### config.mk
export PLATFORM = sky130hd
export DESIGN_NAME = length_prefixed_packet_receiver
export DESIGN_NICKNAME = d
export VERILOG_FILES = /design/src/hw/rtl/lpr_pkg.sv /design/src/hw/rtl/lpr_in_reg.sv /design/src/hw/rtl/lpr_frame.sv /design/src/hw/rtl/lpr_out_reg.sv /design/src/hw/rtl/length_prefixed_packet_receiver.sv
export SDC_FILE = /design/constraint.sdc
export NUM_CORES = 1
export LEC_CHECK = 0
export BUFFER_PORTS_ARGS = -buffer_cell sky130_fd_sc_hd__buf_2
export CORE_ASPECT_RATIO = 0.6
export CORE_UTILIZATION = 45
export CTS_CLUSTER_DIAMETER = 40
export DETAILED_ROUTE_END_ITERATION = 7
export PLACE_DENSITY_LB_ADDON = 0.08
export SETUP_SLACK_MARGIN = 0.2
export SYNTH_ARGS = -nofsm -noshare
export SYNTH_HDL_FRONTEND = slang
export SYNTH_SLANG_ARGS = --single-unit
### constraint.sdc
create_clock -name clk -period 5.1 [get_ports clk]
set_clock_uncertainty 0.05 [all_clocks]
set_input_delay 0.765 -clock clk [delete_from_list [all_inputs] [get_ports clk]]
set_output_delay 0.765 -clock clk [all_outputs]
set_load 0.005 [all_outputs]
### src/hw/rtl/lpr_pkg.sv
// Shared types, constants and CRC step function for the length-prefixed packet receiver.
package lpr_pkg;

  localparam int unsigned COUNT_W = 11;
  localparam int unsigned BYTE_W  = 8;
  localparam int unsigned CRC_W   = 16;
  localparam int unsigned STAT_W  = 2;

  localparam logic [CRC_W-1:0]   CRC_INIT    = 16'hFFFF;
  localparam logic [CRC_W-1:0]   CRC_POLY    = 16'h1021;
  localparam logic [COUNT_W-1:0] LIMIT_RESET = 11'd2000;
  localparam logic [COUNT_W-1:0] MIN_LENGTH  = 11'd2;

  localparam logic [STAT_W-1:0] ST_OK       = 2'd0;
  localparam logic [STAT_W-1:0] ST_CRC_ERR  = 2'd1;
  localparam logic [STAT_W-1:0] ST_OVERFLOW = 2'd2;

  typedef struct packed {
    logic [STAT_W-1:0] status;
    logic [BYTE_W-1:0] register_value;
  } lpr_result_t;

  // One byte through CRC-16 CCITT, MSB first, eight unrolled shift steps.
  function automatic logic [CRC_W-1:0] crc_feed(input logic [CRC_W-1:0] crc,
                                                input logic [BYTE_W-1:0] b);
    logic [CRC_W-1:0] c;
    c = crc ^ {b, 8'h00};
    for (int k = 0; k < 8; k++) begin
      if (c[CRC_W-1]) begin
        c = {c[CRC_W-2:0], 1'b0} ^ CRC_POLY;
      end else begin
        c = {c[CRC_W-2:0], 1'b0};
      end
    end
    return c;
  endfunction

endpackage

### src/hw/rtl/lpr_in_reg.sv
// Input register: holds one received byte until the framer consumes it.
module lpr_in_reg (
  input  logic                      clk,
  input  logic                      rst_n,
  input  logic                      in_valid,
  input  logic [lpr_pkg::BYTE_W-1:0] in_rx_byte,
  output logic                      in_stall,
  input  logic                      take,
  output logic                      item_valid,
  output logic [lpr_pkg::BYTE_W-1:0] item_byte
);
  import lpr_pkg::*;

  logic              valid_r, valid_nxt;
  logic [BYTE_W-1:0] byte_r;
  logic              accept;

  assign in_stall = valid_r && !take;
  assign accept   = in_valid && !in_stall;

  always_comb begin
    valid_nxt = valid_r;
    if (accept) begin
      valid_nxt = 1'b1;
    end else if (take) begin
      valid_nxt = 1'b0;
    end
  end

  always_ff @(posedge clk) begin
    if (!rst_n) begin
      valid_r <= 1'b0;
    end else begin
      valid_r <= valid_nxt;
    end
    if (accept) begin
      byte_r <= in_rx_byte;
    end
  end

  assign item_valid = valid_r;
  assign item_byte  = byte_r;

endmodule

### src/hw/rtl/lpr_frame.sv
// Packet framer: byte count, length, second byte, running CRC and the verdict logic.
module lpr_frame (
  input  logic                        clk,
  input  logic                        rst_n,
  input  logic                        cfg_wr_en,
  input  logic [lpr_pkg::COUNT_W-1:0] cfg_wr_data,
  input  logic                        item_valid,
  input  logic [lpr_pkg::BYTE_W-1:0]  item_byte,
  input  logic                        out_free,
  output logic                        take,
  output logic                        res_load,
  output lpr_pkg::lpr_result_t        res
);
  import lpr_pkg::*;

  logic [COUNT_W-1:0] limit_r;
  logic [COUNT_W-1:0] count_r, count_nxt;
  logic [CRC_W-1:0]   crc_r, crc_nxt;
  logic [BYTE_W-1:0]  len_r, len_nxt;
  logic [BYTE_W-1:0]  sec_r, sec_nxt;

  logic [COUNT_W-1:0] next_count;
  logic [BYTE_W-1:0]  len_eff, sec_eff;
  logic               ovf, done, ends;

  assign next_count = count_r + 1'b1;
  assign len_eff    = (count_r == '0) ? item_byte : len_r;
  assign sec_eff    = (count_r == COUNT_W'(1)) ? item_byte : sec_r;

  assign ovf  = next_count >= limit_r;
  assign done = !ovf && (next_count >= MIN_LENGTH)
                && (next_count == {{(COUNT_W-BYTE_W){1'b0}}, len_eff});
  assign ends = ovf || done;

  // Bytes that end a packet need the result register; others pass freely.
  assign take     = item_valid && (!ends || out_free);
  assign res_load = take && ends;

  always_comb begin
    res.status         = ST_OVERFLOW;
    res.register_value = '0;
    if (!ovf) begin
      if (item_byte == crc_r[BYTE_W-1:0]) begin
        res.status         = ST_OK;
        res.register_value = sec_eff;
      end else begin
        res.status = ST_CRC_ERR;
      end
    end
  end

  always_comb begin
    count_nxt = count_r;
    crc_nxt   = crc_r;
    len_nxt   = len_r;
    sec_nxt   = sec_r;
    if (take) begin
      if (ends) begin
        count_nxt = '0;
        crc_nxt   = CRC_INIT;
        len_nxt   = '0;
        sec_nxt   = '0;
      end else begin
        count_nxt = next_count;
        crc_nxt   = crc_feed(crc_r, item_byte);
        len_nxt   = len_eff;
        sec_nxt   = sec_eff;
      end
    end
  end

  always_ff @(posedge clk) begin
    if (!rst_n) begin
      limit_r <= LIMIT_RESET;
      count_r <= '0;
      crc_r   <= CRC_INIT;
      len_r   <= '0;
      sec_r   <= '0;
    end else begin
      if (cfg_wr_en) begin
        limit_r <= cfg_wr_data;
      end
      count_r <= count_nxt;
      crc_r   <= crc_nxt;
      len_r   <= len_nxt;
      sec_r   <= sec_nxt;
    end
  end

endmodule

### src/hw/rtl/lpr_out_reg.sv
// Result register: holds one verdict until the downstream side takes it.
module lpr_out_reg (
  input  logic                         clk,
  input  logic                         rst_n,
  input  logic                         res_load,
  input  lpr_pkg::lpr_result_t         res,
  output logic                         out_free,
  output logic                         out_valid,
  input  logic                         out_stall,
  output logic [lpr_pkg::STAT_W-1:0]   out_status,
  output logic [lpr_pkg::BYTE_W-1:0]   out_register_value
);
  import lpr_pkg::*;

  logic        valid_r, valid_nxt;
  lpr_result_t res_r;

  assign out_free = !valid_r || !out_stall;

  always_comb begin
    valid_nxt = valid_r;
    if (res_load) begin
      valid_nxt = 1'b1;
    end else if (!out_stall) begin
      valid_nxt = 1'b0;
    end
  end

  always_ff @(posedge clk) begin
    if (!rst_n) begin
      valid_r <= 1'b0;
    end else begin
      valid_r <= valid_nxt;
    end
    if (res_load) begin
      res_r <= res;
    end
  end

  assign out_valid          = valid_r;
  assign out_status         = res_r.status;
  assign out_register_value = res_r.register_value;

endmodule

### src/hw/rtl/length_prefixed_packet_receiver.sv
// A byte that ends a packet moves from the input register into the result register, which shows its verdict.
// Throughput: one byte per cycle while the result register is free; CRC is eight unrolled combinational steps.
// The input register refills in the cycle it drains, so bytes stream back to back.
// Reset (rst_n low, synchronous): clear count, length and second byte, load CRC 0xFFFF,
// load overflow limit 2000, and empty the input and result registers.
module length_prefixed_packet_receiver (
  input  logic                        clk,
  input  logic                        rst_n,
  // Configuration: overflow limit
  input  logic                        cfg_wr_en,
  input  logic [lpr_pkg::COUNT_W-1:0] cfg_wr_data,
  // Received byte transactions
  input  logic                        in_valid,
  output logic                        in_stall,
  input  logic [lpr_pkg::BYTE_W-1:0]  in_rx_byte,
  // Verdict transactions
  output logic                        out_valid,
  input  logic                        out_stall,
  output logic [lpr_pkg::STAT_W-1:0]  out_status,
  output logic [lpr_pkg::BYTE_W-1:0]  out_register_value
);
  import lpr_pkg::*;

  logic              take;
  logic              item_valid;
  logic [BYTE_W-1:0] item_byte;
  logic              out_free;
  logic              res_load;
  lpr_result_t       res;

  // Hold the incoming byte; release it when the framer advances.
  lpr_in_reg u_in (
    .clk        (clk),
    .rst_n      (rst_n),
    .in_valid   (in_valid),
    .in_rx_byte (in_rx_byte),
    .in_stall   (in_stall),
    .take       (take),
    .item_valid (item_valid),
    .item_byte  (item_byte)
  );

  // Advance the packet state; a byte that ends a packet waits only if
  // the result register is still full and downstream stalls.
  lpr_frame u_frame (
    .clk         (clk),
    .rst_n       (rst_n),
    .cfg_wr_en   (cfg_wr_en),
    .cfg_wr_data (cfg_wr_data),
    .item_valid  (item_valid),
    .item_byte   (item_byte),
    .out_free    (out_free),
    .take        (take),
    .res_load    (res_load),
    .res         (res)
  );

  // Hold the verdict until downstream drops stall.
  lpr_out_reg u_out (
    .clk                (clk),
    .rst_n              (rst_n),
    .res_load           (res_load),
    .res                (res),
    .out_free           (out_free),
    .out_valid          (out_valid),
    .out_stall          (out_stall),
    .out_status         (out_status),
    .out_register_value (out_register_value)
  );

endmodule

======== Yosys cells after proc, flatten, opt, wreduce, memory -nomap -nowiden ========
Cells that the tools add are included.
Widths: inputs -> output; s select.
cells by class
  $add $sub $neg .......................... 1
  multipliers ............................. 0
  div/mod/pow operators ................... 0
  magnitude comparators ................... 2
  equality and inequality tests ........... 4
  shifts and indexed selects .............. 0
  multiplexer cells ....................... 33
  bitwise operators ....................... 10
  reduce and logical (&&, ||, !) cells .... 18
operators with widths
  operator               count
  $mux 16                15
  $mux 13                8
  $mux 8                 4
  $not 3->3              8
  $xor 16x16->16         1
  $add 11x1->11 const B  1
  $eq 11x1->1 const B    1
  $eq 11x8->1            1
  $ge 11x11->1           1
  $ge 11x2->1 const B    1
  $logic_not 11->1       1
  $mux 11                1
  $eq 8x8->1             1
  $logic_and 1x1->1      6
  $logic_not 1->1        6
  $mux 1                 5
  $logic_or 1x1->1       3
  $ne 2x1->1 const B     1
  $reduce_bool 2->1      1
  $reduce_or 2->1        1
  $not 1->1              1
storage, ports and cells
  register bits after elaboration ......... 74
  bits in latches ......................... 0
  RAM bits ................................ 0
  bits in read-only memories .............. 0
  input port bits ......................... 24
  output and inout bits ................... 12
  logic and storage cells ................. 78
  memories kept ........................... 0

======== Logic depth before layout (Yosys ltp) ========
Gate-level depths: netlist of run 1.
  depth in word-level cells ............... 37
  gate-level depth with buffers ........... 16
  depth with buffers taken out ............ 14

======== Modules after synthesis ========
Synthesis of run 1 repeated with hierarchy kept, for this count alone.
unflattened totals
  cell total of the unflattened synthesis .. 414
  area total of the unflattened synthesis .. 4008.8 µm²
by module, submodules not included
  module       times used  cells each  area an instance (µm²)  seq. area each (µm²)
  lpr_frame    1           388         3385.7                  1081.0
  lpr_out_reg  1           14          335.3                   320.3
  lpr_in_reg   1           12          287.8                   260.2

======== Worst setup path before layout of run 1 ========
No wires, ideal clock.
  kind .................................... reg2reg
  from .................................... register u_frame.count_r[4]
  to ...................................... register u_out.res_r (netlist bit u_out.out_register_value[0]), enable pin
  setup time .............................. 380 ps
  data arrival time ....................... 3803 ps
  data required time ...................... 4670 ps
  slack ................................... 867 ps
  cell stages (with the launch flop) ...... 16
  buffers on the path ..................... 2
  clock period less this slack ............ 4233 ps
  cell sequence ........................... dfxtp_1 > buf_2 > and4_1 > clkbuf_1 > nand3_1 > or3_1 > xnor2_1 > ha_1 > or4bb_1 > nor4_1 > a2111oi_0 > maj3_1 > o21a_1 > o21ai_0 > nand2_1 > a21oi_1
on the way
  word-level cells in the longest chain between the ends .. 10
  elaborated cells on any way between the ends .. 14
  those cells by class .................... add/sub: 1; order compare: 2; eq/ne: 1; mux: 1; reduce/logical: 9
ends and longest elaborated chain
  what                    RTL line                               text
  from (decl)             lpr_frame.sv:17                        logic [COUNT_W-1:0] count_r, count_nxt;
  from (signal assigned)  lpr_frame.sv:83                        count_r <= count_nxt;
  $add 11x1->11           lpr_frame.sv:26                        assign next_count = count_r + 1'b1;
  $ge 11x11->1            lpr_frame.sv:30                        assign ovf = next_count >= limit_r;
  $logic_not 1->1         lpr_frame.sv:31                        assign done = !ovf && (next_count >= MIN_LENGTH)
  $logic_and 1x1->1       lpr_frame.sv:31
  $logic_and 1x1->1       lpr_frame.sv:32                        && (next_count == {{(COUNT_W-BYTE_W){1'b0}}, len_eff});
  $logic_or 1x1->1 (*)    lpr_frame.sv:33                        assign ends = ovf || done;
  $logic_not 1->1         lpr_frame.sv:36                        assign take = item_valid && (!ends || out_free);
  $logic_or 1x1->1        lpr_frame.sv:36
  $logic_and 1x1->1       lpr_frame.sv:36
  $logic_and 1x1->1 (*)   lpr_frame.sv:37                        assign res_load = take && ends;
  via res_load            length_prefixed_packet_receiver.sv:28  logic res_load;
  to (signal assigned)    lpr_out_reg.sv:36                      res_r <= res;
  to (decl)               lpr_out_reg.sv:16                      lpr_result_t res_r;
The timed path passes the listed nets; every way through them passes the cells marked *.
A chain may end at the register's enable or synchronous reset.

======== Worst setup path after layout of run 1 ========
  from .................................... register u_frame.count_r[6]
  to ...................................... output port in_stall
on the way
  word-level cells in the longest chain between the ends .. 11
  elaborated cells on any way between the ends .. 15
  those cells by class .................... add/sub: 1; order compare: 2; eq/ne: 1; mux: 1; reduce/logical: 10
ends and longest elaborated chain
  what                   RTL line                               text
  $add 11x1->11          lpr_frame.sv:26
  $ge 11x11->1           lpr_frame.sv:30
  $logic_not 1->1        lpr_frame.sv:31
  $logic_and 1x1->1      lpr_frame.sv:31
  $logic_and 1x1->1      lpr_frame.sv:32
  $logic_or 1x1->1 (*)   lpr_frame.sv:33
  $logic_not 1->1 (*)    lpr_frame.sv:36
  $logic_or 1x1->1 (*)   lpr_frame.sv:36
  $logic_and 1x1->1 (*)  lpr_frame.sv:36
  $logic_not 1->1 (*)    lpr_in_reg.sv:18                       assign in_stall = valid_r && !take;
  $logic_and 1x1->1 (*)  lpr_in_reg.sv:18
  to (decl)              length_prefixed_packet_receiver.sv:14  output logic in_stall,
Every way passes the cells marked *; elsewhere a longest branch is shown, timed or not.

==> metrics, run 1 <==
initial antenna violation count=0; via count=~3000; fillcell total=around 730; Distinct cells, synth=60; die area=0.00896 mm^2; DRT met1 WL=5100 um; Boundary Pins=36; DRC=0; Site Rows=25; final setup vio count=0; CP Capture Type=output port; post-layout min period=4.68 ns; most frequent cells in the layout=50 x dfxtp_1, 35 x nand2_1, 35 x buf_2; per-cell routed wire length=17.5 um; Syn Inst Count=389; worst-path fanout max=10; clock power share=0.427; WS Path Type=reg -> out; PnR worst setup slack=0.418 ns; CTS max path bufs=2; Max Used Layer=met4; syn avg cell area=9.91 um^2; Yosys reg bits=74; largest net degree at the start of global routing=22; DRT iter0 DRCs=283; f_max=214 MHz; vias in the first global route=2719; share of layout cells above drive strength 1=0.189; Routed Antenna Nets=0; LEAKAGE=1.69 nW; sequential share of the synthesized area=0.431; HP Class=reg -> reg; via density per instance=5.67; Final Hold Viols=0; core area=0.00807 mm^2; Area Growth Syn to Fin=15.0%; cts bufs inserted=9; Root Buffer=clkbuf_16; met2 wire len=3330 um; Worst Hold Launch=u_frame.sec_r[6]; MaxCap Viol Count=0; Internal Pwr Total=0.00109 W; Final Cycle Share=0.918; Final Power=0.00145 W; Mapped Nets=424; CTS tree=done; Slew HR=0.187; clock latency on the worst-skew pair=between 0.3 and 0.4 ns; first-pass iteration count of the detailed router=5; Synthesis Warnings=0; status=finished, final reports clean; Crit path arrival time=just under 4 ns; maximum VDD drop=roughly 190 uV; routed wl met3=around 750 um; routability cong.=roughly 0.94; Initial Utilization=0.478; antenna fix cells=0; gr ovfl total=0; most common cell after layout, fill and taps aside=dfxtp_1; Design Area, Final=0.00444 mm^2; Switch Pwr=0.000364 W; post-DP HPWL=6910 um; clk sink count=74; dpl cell area=0.00408 mm^2; crit path launch type=flip-flop; # H-tree levels=3; combinational power share=0.121; Worst-Margin Slew=1.21 ns; DIE WIDTH=122 um; Reg clk slew, reported paths=0.06 ns; Sw Ratio=0.251; share of power burned in registers=0.452; number of flops mapped to enable cells by yosys=18; die span in y=73.7 um; Final TNS setup=0 ns; pwr/cell area=327 mW/mm^2; RSZ-0062 raised after global routing=false; origin of the critical flop-to-flop path=u_frame.count_r[6]; Nets=454; DRT Wirelength=roughly 9300 um; first-pass GRT wire length=15000 um; pre-CTS setup slack=between 0.4 and 0.5 ns; Final Max Tran Viols=0; Port Buffers=35; placed insts=512; Critical Path Source=u_frame.count_r[6]; Worst Path Required=between 4 and 5 ns; Async SR Flop Fraction=0; global-route usage over all layers=0.229; Post-CTS Hold Buffers=0; Mapped Area=roughly 0.0039 mm^2; Non-Filler Instances=between 500 and 600; Synth Flop Type=dfxtp_1
worst paths after layout:
check | to | slack (ns) | depth (start not counted)
setup reg to reg | u_frame.crc_r[15] | 0.80 | 13
hold / removal | u_frame.sec_r[6] | 0.43 | 1
hold reg to reg | u_frame.sec_r[6] | 0.43 | 1
setup / recovery | in_stall | 0.42 | 14
registers in the layout, indices dropped and copies added, names as in the netlist:
register	cells
u_frame.crc_r	16
u_frame.count_r	11
u_frame.limit_r	11
u_frame.len_r	8
u_frame.sec_r	8
u_in.item_byte	8
u_out.out_register_value	8
u_out.out_status	2
u_in.item_valid	1
u_out.out_valid	1
worst max-delay path, stage by stage, from the launching register on:
cell and delay (ns):
dfxtp_1 0.55, nand3_1 0.27, nor2_2 0.19, nor2_1 0.07, or2_2 0.30, ha_1 0.32, or4bb_1 0.48, nor4_1 0.20
a2111oi_0 0.11, maj3_1 0.36, o21a_1 0.20, o21ai_2 0.12, nand2_1 0.14, nor2_1 0.11, buf_2 0.12
synthesized netlist by cell type (3+ instances only):
cell,count,area [um^2]
o22a_1,15,131
buf_6,3,33.8
nand4_1,7,43.8
o21a_1,3,22.5
o21ai_0,8,40.0
nor3_1,4,20.0
xnor2_1,24,210
clkbuf_1,16,60.1
mux2i_1,15,150
or3_1,3,18.8
nand3_1,10,50.1
xor2_1,17,149
nor2_1,13,48.8
a22o_1,16,140
a211oi_1,4,30.0
nor4_1,6,37.5
buf_2,5,25.0
inv_1,15,56.3
o2111ai_1,3,26.3
a2111oi_0,3,26.3
nand2b_1,6,37.5
dfxtp_1,56,1120
and4_1,3,26.3
nor2b_1,6,37.5
ha_1,11,138
or4_1,3,22.5
edfxtp_1,18,541
a21oi_1,14,70.1
or2_2,3,18.8
nand2_1,35,131
o2bb2ai_1,3,26.3
and2_1,3,18.8
kinds of logic (layout without fill, tap and decap cells):
kind of cell,Yosys count,after routing,synth area share
compound gates,95,95,0.195
fa+ha+maj,12,12,0.0383
flops,74,74,0.431
xor+xnor,41,41,0.0931
mux,15,15,0.0389
simple gates,112,112,0.156
buf+inv,40,75,0.0474
metrics by stage:
step	utilization	hold WS [ns]
after floorplan	-	0.392
after global placement	0.506	0.406
after detailed placement	0.506	0.411
after CTS	0.543	0.426
after global routing	0.550	0.434
final	0.550	0.429
routing by layer:
metal,vias up,track usage
met5,-,0
met4,0,0.0782
met3,11,0.0823
met2,115,0.282
met1,1394,0.353
li1,1498,-
power groups by stage:
stage | clock [W] | sequential, W | combinational (W)
final | 0.000620 | 0.000655 | 0.000175
after global routing | 0.000658 | 0.000659 | 0.000195
after CTS | 0.000634 | 0.000654 | 0.000174
after detailed placement | 0 | 0.000667 | 0.000173
after global placement | 0 | 0.000666 | 0.000171
after floorplan | 0 | 0.000655 | 0.000143
repair_timing:
item,in CTS,in global routing
resized for setup,5,9
endpoints found under the setup margin,1,1
pin swaps,0,1
setup buffers,0,4
final cells by class:
type / count / area, um^2 / share of cell area
clock buffers: 11 / 233 / 0.0525
clock inverters: 5 / 55.1 / 0.0124
inverters: 15 / 56.3 / 0.0127
multi-input cells: 275 / 2040 / 0.461
flip-flops and latches: 74 / 1670 / 0.376
well taps: 108 / 135 / 0.0305
repair buffers: 44 / 243 / 0.0547
Power figures use the tool's default switching activity.
==> inputs of run 2 (changes only) <==
Settings changed: ABC_AREA set to 1.
==> run 2 against run 1 <==
Against the previous run: clock power is 4.7% lower; core utilization shrank 2.8 points; highest routed layer unchanged; combinational power is 53% higher; area after synthesis grew 16%; first-iteration DRC count decreased by 3.9%; critical path depth up 4; clock-buffer cell count is 1 lower; largest cell class unchanged; non-clock buffer count decreased by 8.
==> metrics, run 2 <==
Final Hold Viols=0 (unchanged); global-route usage over all layers=0.230 (was 0.229); die span in y=79.3 um (was 73.7 um); top post-synthesis cells by count=137 x nand2_1, 84 x nand3_1, 69 x inv_1, 56 x dfxtp_1, 34 x nor2_1 (was 56 x dfxtp_1, 35 x nand2_1, 24 x xnor2_1, 18 x edfxtp_1, 17 x xor2_1); DRT Wirelength=10800 um (was 9320 um); clk sink count=74 (unchanged); Final Max Tran Viols=0 (unchanged); DRT iter0 DRCs=272 (was 283); MaxCap Viol Count=0 (unchanged); DRC=0 (unchanged); Nets=647 (was 454); Reg clk slew, reported paths=0.06 ns (about the same); HP Class=reg -> reg (unchanged); Distinct cells, synth=35 (was 60); initial antenna violation count=0 (unchanged); Crit path arrival time=3.22 ns (was 3.87 ns); WS Path Type=reg -> out (unchanged); routability cong.=0.845 (was 0.939); Area Growth Syn to Fin=9.75% (was 15.0%); Mapped Nets=624 (was 424); maximum VDD drop=210 uV (was 185 uV); via count=3794 (was 3018); worst-path fanout max=19 (was 10); total setup buffers inserted after CTS=0 (unchanged); share of layout cells above drive strength 1=0.193 (was 0.189); Syn Inst Count=589 (was 389); first-pass GRT wire length=17800 um (was 15000 um); Slew HR=0.441 (was 0.187); per-cell routed wire length=14.4 um (was 17.5 um); Routed Antenna Nets=0 (unchanged); Initial Utilization=0.475 (was 0.478); dpl cell area=0.00464 mm^2 (was 0.00408 mm^2); CTS max path bufs=2 (unchanged); RSZ-0062 raised after global routing=false (unchanged); # H-tree levels=3 (unchanged); Final TNS setup=0 ns (unchanged); Top Registers=u_frame.crc_r x16, u_frame.count_r x11, u_frame.limit_r x11 (unchanged); Design Area, Final=0.00492 mm^2 (was 0.00444 mm^2); Final Cycle Share=0.792 (was 0.918); dominant cells by area after synthesis=dfxtp_1 25%, edfxtp_1 12%, nand2_1 11%, nand3_1 9.4%, inv_1 5.8% (was dfxtp_1 29%, edfxtp_1 14%, xnor2_1 5.5%, mux2i_1 3.9%, xor2_1 3.9%); clock latency on the worst-skew pair=0.34 ns (about the same); post-layout min period=4.04 ns (was 4.68 ns); most common cell after layout, fill and taps aside=nand2_1 (was dfxtp_1); Mapped Area=0.00448 mm^2 (was 0.00386 mm^2); via density per instance=5.08 (was 5.67); f_max=248 MHz (was 214 MHz); syn avg cell area=7.61 um^2 (was 9.91 um^2); first-pass iteration count of the detailed router=5 (unchanged); Async SR Flop Fraction=0 (unchanged); Sw Ratio=0.292 (was 0.251); Boundary Pins=36 (unchanged); LEAKAGE=2.25 nW (was 1.69 nW); combinational power share=0.175 (was 0.121); cts bufs inserted=9 (unchanged); final setup vio count=0 (unchanged); antenna fix cells=0 (unchanged); Internal Pwr Total=0.00108 W (was 0.00109 W); largest net degree at the start of global routing=44 (was 22); Synth Flop Type=dfxtp_1 (unchanged); Root Buffer=clkbuf_16 (unchanged); Largest register FFs=16 (unchanged); most common cell in the netlist=nand2_1 (was dfxtp_1); clock power share=0.388 (was 0.427); Synthesis Warnings=0 (unchanged); CP Capture Type=output port (unchanged); Yosys top cell area share=0.250 (was 0.291); Port Buffers=35 (unchanged); gr ovfl total=0 (unchanged); minimum hold slack=0.418 ns (was 0.429 ns); vias in the first global route=3453 (was 2719); post-DP HPWL=7700 um (was 6910 um); Yosys reg bits=74 (unchanged); Worst Path Required=4.28 ns (about the same); Site Rows=27 (was 25); die area=0.0104 mm^2 (was 0.00896 mm^2); crit path launch type=flip-flop (unchanged); Post-CTS Hold Buffers=0 (unchanged); Top reg by flops=u_frame.crc_r (unchanged); core area=0.00943 mm^2 (was 0.00807 mm^2); post-cts resize count=0 (was 5); number of flops mapped to enable cells by yosys=18 (unchanged); share of power burned in registers=0.437 (was 0.452); status=finished, final reports clean (unchanged); DIE WIDTH=131 um (was 122 um); CTS tree=done (unchanged); cell taking the most area after synthesis=dfxtp_1 (unchanged); pwr/cell area=310 mW/mm^2 (was 327 mW/mm^2); most frequent cells in the layout=137 x nand2_1, 84 x nand3_1, 69 x inv_1 (was 50 x dfxtp_1, 35 x nand2_1, 35 x buf_2); Switch Pwr=0.000445 W (was 0.000364 W); Worst-Margin Slew=0.837 ns (was 1.21 ns); sequential share of the synthesized area=0.371 (was 0.431)
run 2: logic make-up (layout without fill, tap and decap cells):
family                   after synthesis  count (layout)  synth area share
AO/OA/AOI/OAI                         65              65            0.0944
XOR/XNOR                              29              29            0.0567
buffers and inverters                 96             124             0.101
AND/OR/NAND/NOR                      314             314             0.347
flip-flops                            74              74             0.371
adder cells (fa/ha/maj)               11              11            0.0307
run 2: per-layer routing:
metal / wire, um / GRT usage / vias up / part of all wire
met4: 73 / 0.0621 / 0 / 0.0068
met1: 5910 / 0.353 / 1739 / 0.55
met2: 4060 / 0.306 / 110 / 0.38
met5: 0 / 0 / - / 0
li1: - / - / 1937 / -
met3: 724 / 0.0620 / 8 / 0.067
run 2: cell type report:
class | count | area, um^2
fill | 911 | 4510
multi-input combinational | 419 | 2370
sequential | 74 | 1660
inverter | 72 | 270
clock buffer | 10 | 229
timing repair buffer | 36 | 183
tap | 130 | 163
clock inverter | 6 | 43.8
run 2: worst paths after layout:
check	start	slack (ns)	end	cells past startpoint
worst min-delay path	u_frame.sec_r[7]	0.42	u_frame.sec_r[7]	2
worst max-delay path	u_frame.count_r[0]	1.06	in_stall	18
worst max register to register	u_frame.count_r[0]	1.58	u_in.item_byte[6]	18
worst min register to register	u_frame.sec_r[7]	0.42	u_frame.sec_r[7]	2
run 2: worst max-delay path, cell delays in order, from the launching register on:
cell	delay (ns)
dfxtp_1	0.42
ha_1	0.37
or2_2	0.31
nand2_1	0.11
inv_1	0.09
ha_1	0.32
a21oi_1	0.13
nand3_1	0.08
nand2_1	0.06
nand3b_1	0.07
nand2_1	0.06
nand2_1	0.05
nand2_1	0.07
nor2_2	0.07
nor2_8	0.26
nand2_8	0.11
nand3_1	0.13
inv_1	0.06
buf_2	0.12
run 2: metrics by stage:
step	worst slack, ns	std cells	util	power (W)
floorplan	1.87	589	-	0.000892
global placement	1.52	731	0.493	0.000940
detailed placement	1.44	731	0.493	0.000942
CTS	1.06	747	0.522	0.00154
global route	0.817	747	0.522	0.00160
finish	1.06	747	0.522	0.00152
run 2: power groups by stage:
stage,Sequential (W),Combinational [W],Clock (W)
detailed placement,0.000677,0.000265,0
floorplan,0.000663,0.000229,0
finish,0.000665,0.000267,0.000591
global route,0.000669,0.000303,0.000630
CTS,0.000664,0.000266,0.000604
global placement,0.000676,0.000263,0
